[src/rhc_pkg.sv]
// Shared types and constants for the RGB/HSV colour converter.
package rhc_pkg;

    // Number of parallel divide lanes and hue sectors
    localparam int LANES   = 3;
    localparam int SECTORS = 6;

    // Lane roles: hue or p, saturation or q, t
    localparam int LANE_HP = 0;
    localparam int LANE_SQ = 1;
    localparam int LANE_T  = 2;

    // Conversion direction held in the mode register
    typedef enum logic
    {
        DIR_TO_HSV = 1'b0,
        DIR_TO_RGB = 1'b1
    } dir_t;

    // Hue sector of the reverse conversion
    typedef enum logic [2:0]
    {
        SEC_0 = 3'd0,
        SEC_1 = 3'd1,
        SEC_2 = 3'd2,
        SEC_3 = 3'd3,
        SEC_4 = 3'd4,
        SEC_5 = 3'd5
    } hue_sector_t;

    // Control that travels with each pixel down the pipeline
    typedef struct packed
    {
        logic        valid;
        dir_t        dir;
        hue_sector_t sector;
    } pix_ctl_t;

endpackage

[src/rhc_mult.sv]
// Product stages: forms the dividends of the three divide lanes.
module rhc_mult #(
    parameter int CHANNEL_BITS = 12
) (
    input  logic                                             clk,
    input  logic                                             rst_n,
    input  logic                                             adv,
    input  rhc_pkg::pix_ctl_t                                ctl_in,
    input  logic [CHANNEL_BITS-1:0]                          alpha_in,
    input  logic [CHANNEL_BITS-1:0]                          val_in,
    input  logic [rhc_pkg::LANES-1:0][CHANNEL_BITS+2:0]      mul_a,
    input  logic [rhc_pkg::LANES-1:0][CHANNEL_BITS-1:0]      mul_b,
    input  logic [rhc_pkg::LANES-1:0][2*CHANNEL_BITS-1:0]    den_in,
    output rhc_pkg::pix_ctl_t                                ctl_out,
    output logic [CHANNEL_BITS-1:0]                          alpha_out,
    output logic [CHANNEL_BITS-1:0]                          val_out,
    output logic [rhc_pkg::LANES-1:0][3*CHANNEL_BITS-1:0]    num_out,
    output logic [rhc_pkg::LANES-1:0][2*CHANNEL_BITS-1:0]    den_out
);
    import rhc_pkg::*;

    localparam int N  = CHANNEL_BITS;
    localparam int PW = 2 * N + 3;
    localparam int DW = 2 * N;
    localparam int NW = 3 * N;
    localparam longint unsigned FS_L = (longint'(1) << N) - 1;
    localparam logic [PW-1:0] FS_SQ = PW'(FS_L * FS_L);

    // First product stage
    pix_ctl_t                   c2_reg;
    logic [N-1:0]               al2_reg;
    logic [N-1:0]               v2_reg;
    logic [LANES-1:0][PW-1:0]   p2_reg;
    logic [LANES-1:0][PW-1:0]   p2_next;
    logic [LANES-1:0][DW-1:0]   d2_reg;

    // Complement stage
    pix_ctl_t                   c3_reg;
    logic [N-1:0]               al3_reg;
    logic [N-1:0]               v3_reg;
    logic [LANES-1:0][PW-1:0]   x3_reg;
    logic [LANES-1:0][PW-1:0]   x3_next;
    logic [LANES-1:0][DW-1:0]   d3_reg;

    // Second product stage
    pix_ctl_t                   c4_reg;
    logic [N-1:0]               al4_reg;
    logic [N-1:0]               v4_reg;
    logic [LANES-1:0][NW-1:0]   n4_reg;
    logic [LANES-1:0][NW-1:0]   n4_next;
    logic [LANES-1:0][DW-1:0]   d4_reg;

    // Lane products: hue or d times full scale, or the HSV partial products
    always_comb
    begin
        for (int l = 0; l < LANES; l++)
        begin
            p2_next[l] = PW'(mul_a[l]) * PW'(mul_b[l]);
        end
    end

    // Reverse q and t lanes take full scale squared minus the product
    always_comb
    begin
        for (int l = 0; l < LANES; l++)
        begin
            if (l != LANE_HP && c2_reg.dir == DIR_TO_RGB)
            begin
                x3_next[l] = FS_SQ - p2_reg[l];
            end
            else
            begin
                x3_next[l] = p2_reg[l];
            end
        end
    end

    // Reverse q and t lanes scale by value
    always_comb
    begin
        for (int l = 0; l < LANES; l++)
        begin
            if (l != LANE_HP && c3_reg.dir == DIR_TO_RGB)
            begin
                n4_next[l] = NW'(v3_reg) * NW'(x3_reg[l][DW-1:0]);
            end
            else
            begin
                n4_next[l] = NW'(x3_reg[l]);
            end
        end
    end

    always_ff @(posedge clk or negedge rst_n)
    begin
        if (!rst_n)
        begin
            c2_reg <= '0;
            c3_reg <= '0;
            c4_reg <= '0;
        end
        else if (adv)
        begin
            c2_reg <= ctl_in;
            c3_reg <= c2_reg;
            c4_reg <= c3_reg;
        end
    end

    always_ff @(posedge clk)
    begin
        if (adv)
        begin
            al2_reg <= alpha_in;
            v2_reg  <= val_in;
            p2_reg  <= p2_next;
            d2_reg  <= den_in;
            al3_reg <= al2_reg;
            v3_reg  <= v2_reg;
            x3_reg  <= x3_next;
            d3_reg  <= d2_reg;
            al4_reg <= al3_reg;
            v4_reg  <= v3_reg;
            n4_reg  <= n4_next;
            d4_reg  <= d3_reg;
        end
    end

    assign ctl_out   = c4_reg;
    assign alpha_out = al4_reg;
    assign val_out   = v4_reg;
    assign num_out   = n4_reg;
    assign den_out   = d4_reg;

endmodule

[config.mk]
export PLATFORM = sky130hd
export DESIGN_NAME = rhc_mult
export DESIGN_NICKNAME = d
export VERILOG_FILES = /design/src/rhc_pkg.sv /design/src/rhc_mult.sv
export SDC_FILE = /design/constraint.sdc
export NUM_CORES = 2
export LEC_CHECK = 0
export ABC_CLOCK_PERIOD_IN_PS = 5300
export BUFFER_PORTS_ARGS = -buffer_cell sky130_fd_sc_hd__buf_2
export CAP_MARGIN = 20
export CORE_ASPECT_RATIO = 2
export CORE_MARGIN = 2
export CORE_UTILIZATION = 35
export CTS_CLUSTER_DIAMETER = 60
export DETAILED_ROUTE_END_ITERATION = 8
export PLACE_DENSITY = 0.53
export SLEW_MARGIN = 20
export SYNTH_ARGS = -nofsm -noshare
export SYNTH_HDL_FRONTEND = slang
export SYNTH_SLANG_ARGS = --single-unit
[constraint.sdc]
create_clock -name clk -period 5.3 [get_ports clk]
set_input_delay 0.795 -clock clk [delete_from_list [all_inputs] [get_ports clk]]
set_output_delay 0.795 -clock clk [all_outputs]
set_load 0.05 [all_outputs]
; ---- Word-level counts from Yosys, hierarchy flattened
; Cells that the tools add are included.
[totals]
input_bits = 185
output_inout_bits = 209
register_bits = 564
[classes]
mux = 4
n_addsub = 2
mul = 5
[ops]
columns = operator, count
row1 = 27-bit two-way mux, 4
row2 = 15-bit by 12-bit multiplier with 27-bit output, 3
row3 = 12-bit by 24-bit multiplier with 36-bit output, 2
row4 = 24-bit by 27-bit subtractor with 27-bit output (first input constant), 2

; ---- Logic depth before layout (Yosys ltp)
[depth]
depth_word = 2
mapped_depth = 22

; ---- Worst setup path after synthesis
; No wires, ideal clock.
[synth_path]
path_kind = input port to flip-flop
start = input port mul_a[8] (netlist name)
end = register p2_reg[24] (netlist name) (data pin)
t_arrival_ns = 5.779
setup_ns = 0.134
path_buffers = 1
path_stages = 18
slack_ns = -0.614
cell_sequence = clkbuf_1 nand2_1 fa_1 fa_1 inv_1 fa_1 fa_1 inv_1 fa_1 inv_1 ha_1 a2111o_1 o21ai_2 a211oi_2 a221oi_2 o21ai_2 or4b_1 nand3_1
[synth_rtl]
columns = element, line_no
row1 = "start, declared", rhc_mult.sv:11  ; input logic [rhc_pkg::LANES-1:0][CHANNEL_BITS+2:0] mul_a,
row2 = "end signal, assigned", rhc_mult.sv:116  ; p2_reg <= p2_next;
row3 = "end, declared", rhc_mult.sv:33  ; logic [LANES-1:0][PW-1:0] p2_reg;

==> flow_summary_export.csv <==
group,metric,value,unit
setup_path,cp-start-kind,"flip-flop",
final_layout,largest_register_ffs,99,
setup_path,crit_top_cell,"fa_2",
hold_path,hold_depth,1,
synthesis,synthMuxAreaShare,1.27,%
cts,clk_pin_slew,70,ps
synthesis,synth-main-ff-cell,"edfxtp_1",
outcome,outcome,"finished, violations left",
timing,slew_headroom,39.9,%
global_routing,globalRoute.totalOverflow,0,
synthesis,syn_area,0.0543,mm2
final_layout,fin_cells,8169,
hold_path,min_from,"den_in[65]",
setup_path,worstPathRequired,5760,ps
synthesis,synth-async-reset-ratio,2.66,%
die,ios,394,
placed_design,dp_hpwl,114,mm
detailed_routing,drt_pass1_iterations,7,
timing,timing.final.crit_share,105,%
setup_path,critPathCaptureType,"flip-flop",
global_routing,grt_pass1_wl,222,mm
die,dieHeight,561,um
synthesis,synth_top_family_by_area,"adder cells",
global_routing,top_usage_layer,"met2",
final_layout,nNetsFinal,7412,
final_layout,fillerInstances,14865,
timing,finalSetupViolCount,35,
global_routing,grt_max_degree,149,
timing,max_freq,0.179,GHz
setup_path,crit_path_max_incr_delay,610,ps
synthesis,synthDistinctLibCells,77,
outcome,violations,"setup timing",
setup_path,rr_worst_depth,18,
synthesis,ys_seq_area_share,31.1,%
global_routing,grt_use_total,17.9,%
placed_design,dp_cells,7963,
global_routing,use_met3,1.43,%
timing,finClkSkew,57.7,ps
final_layout,area_delta_synth_final,24.7,%
timing,finalWorstSetupSlack,-289,ps
setup_path,slowest_stage,"fa_2",
timing,fin_crit,5590,ps
setup_path,r2r_slack,-290,ps
synthesis,synth_edf_count,549,
global_routing,grt_use_met1,19.6,%
cts,clock-root-buffer,"clkbuf_16",
detailed_routing,vias_per_cell,4.68,
die,initial_utilization,35.2,%
global_routing,grt_use_met2,35.0,%
timing,maxSlewViolCount,0,
synthesis,synth-simple-area-share,12.6,%
synthesis,synth_xor_area_share,2.60,%
setup_path,crit_chain,"and2_4 > fa_2 > fa_2 > fa_2 > fa_1 > inv_1 > fa_1 > inv_2 > ha_4 > a21o_1 > o21bai_4 > a311oi_2 > buf_4 > nor2_4 > or3_4 > buf_6 > xor2_1 > mux2_4",
detailed_routing,drc,0,
timing,hold_violations,0,
cts,cts.sinks,564,
synthesis,synthAdderAreaFrac,38.5,%
detailed_routing,postRouteAntennaNets,0,
setup_path,rr_startpoint,"x3_reg[57]$_DFFE_PP_",
timing,worst_pin_slew,902,ps
cts,cts_tree,"yes",
die,rows,204,
setup_path,timing.rr.end,"num_out[91]$_DFFE_PP_",
final_layout,drive_gt1_share,25.5,%
cts,numCtsBuffers,61,
global_routing,grt_pass1_vias,42027,
synthesis,synth-seq-cells,564,
detailed_routing,wire_per_inst,17.3,um
cts,clk_latency,710,ps
cts,clk_path_buf_depth,3,
die,die_w,283,um
die,die_area,0.159,mm2
placed_design,place_congestion,0.866,
hold_path,worstHoldEndpoint,"d2_reg[65]$_DFFE_PP_",
setup_path,startpoint,"x3_reg[57]$_DFFE_PP_",
setup_path,crit_type,"reg -> reg",
setup_path,crit_arrival,6050,ps
synthesis,synth_area_per_cell,10.6,um2
detailed_routing,routed_wl,141,mm
synthesis,synth-compound-area-share,5.17,%
hold_path,hold_class,"in -> reg",
die,fp.coreArea,0.154,mm2
placed_design,portBuffers,384,
placed_design,dp_slack,-764,ps
job,cap_viol_max_count,0,
detailed_routing,first_iter_violations,1403,
global_routing,antenna_found_initial,5,
synthesis,postSynthCellCount,5121,
setup_path,path_max_fanout,5,
synthesis,yosysWarnings,0,
timing,rsz0062_at_grt,"true",
cts,cts-htree-levels,2,
detailed_routing,num_vias,38227,
[synth_stat cells, types with 14 or more instances]
library cell     n  area [um2]
o21ai_0         83         415
inv_1         1024        3840
and2_1         364        2280
nor2b_1         18         113
a211oi_1        14         105
ha_1           345        4320
a31oi_1         16         100
nand4_1         18         113
clkbuf_1       221         830
o21a_1          22         165
xor2_1          45         394
nor2_1          92         345
mux2_2          57         642
o31ai_1         21         158
a21oi_1        104         521
dfrtp_1         15         375
nand3_1         35         175
nand2b_1        14        87.6
fa_1           830       16600
xnor2_1        116        1020
o21bai_1        20         150
edfxtp_1       549       16500
nand2_1        859        3220
a21o_1          68         510
[layer usage]
metal | up-vias | routed length (um)
met3 | 255 | 3660
met5 | - | 0
li1 | 17773 | -
met2 | 701 | 79200
met4 | 0 | 5220
met1 | 19498 | 53000
[timing repair]
item	4_1_cts	5_1_grt
setup endpoints to repair	44	50
cloned	1	3
endpoints found under the hold margin	15	0
hold buffers	1	0
buffers inserted	39	50
resized for setup	121	271
pin swaps	34	112
[cell families after synthesis]
| logic type | Yosys count |
|---|---|
| AO/OA/AOI/OAI | 423 |
| XOR/XNOR | 161 |
| adder cells (fa/ha/maj) | 1175 |
| buffers and inverters | 1262 |
| flip-flops | 564 |
| multiplexers | 62 |
| other | 1 |
| AND/OR/NAND/NOR | 1473 |
[critical path, delay by kind of cell, from the launching register on]
family	cells	cell delay, ps
adders and majority gates	6	2700
and+or+nand+nor	3	660
AOI/OAI and AO/OA	3	660
DFF	1	540
buffers and inverters	4	380
muxes	1	260
xor gates and xnor gates	1	130
[area by class of cell]
class / instances / area (um2) / share of cell area, %
Inverter: 1024 / 3840 / 5.68
Antenna cell: 4 / 10.0 / 0.0148
Clock inverter: 49 / 604 / 0.893
Clock buffer: 67 / 1550 / 2.29
Sequential cell: 564 / 16900 / 24.9
Multi-Input combinational cell: 3303 / 34400 / 50.7
Timing Repair Buffer: 1098 / 7900 / 11.7
Tap cell: 2060 / 2580 / 3.81
[worst max path at each step]
stage and end:
6_report num_out[91]$_DFFE_PP_, 5_1_grt num_out[91]$_DFFE_PP_, 4_1_cts num_out[59]$_DFFE_PP_, 3_5_place_dp p2_reg[26]$_DFFE_PP_, 3_3_place_gp p2_reg[26]$_DFFE_PP_, 2_1_floorplan p2_reg[24]$_DFFE_PP_
[metrics by stage]
step / setup TNS (ps) / hold WS (ps) / cell area (um2) / util, %
after global placement: -27480 / 400 / 63200 / 41.0
after global routing: -12290 / 213 / 67700 / 43.9
after CTS: -7330 / 181 / 66200 / 42.9
after detailed placement: -29310 / 405 / 63200 / 41.0
final: -5450 / 256 / 67700 / 43.9
after floorplan: -1420 / 400 / 54900 / -
[layout by cell type, fill, tap and decap left out, types with 13 or more instances in the layout]
cell         n
and2_4      25
a21oi_2     24
o21bai_1    16
nand2_2     17
nand3_1     32
o21ai_0     60
buf_4      628
ha_1       301
fa_1       802
clkbuf_16   64
inv_2       35
inv_1      988
xor2_1      42
buf_6       55
a21oi_1     69
a21o_1      68
o21a_1      20
nand2_1    839
edfxtp_1   549
buf_2      381
nand4_1     18
nor2b_1     17
and2_1     340
fa_2        28
xnor2_1    114
dfrtp_1     13
ha_4        37
o31ai_1     13
o21ai_1     13
nand2b_1    14
mux2_2      46
nor2_1      83
buf_12      24
Power is not shown: default switching activity piles up to over one toggle a cycle in this logic, so the estimate is an artifact.
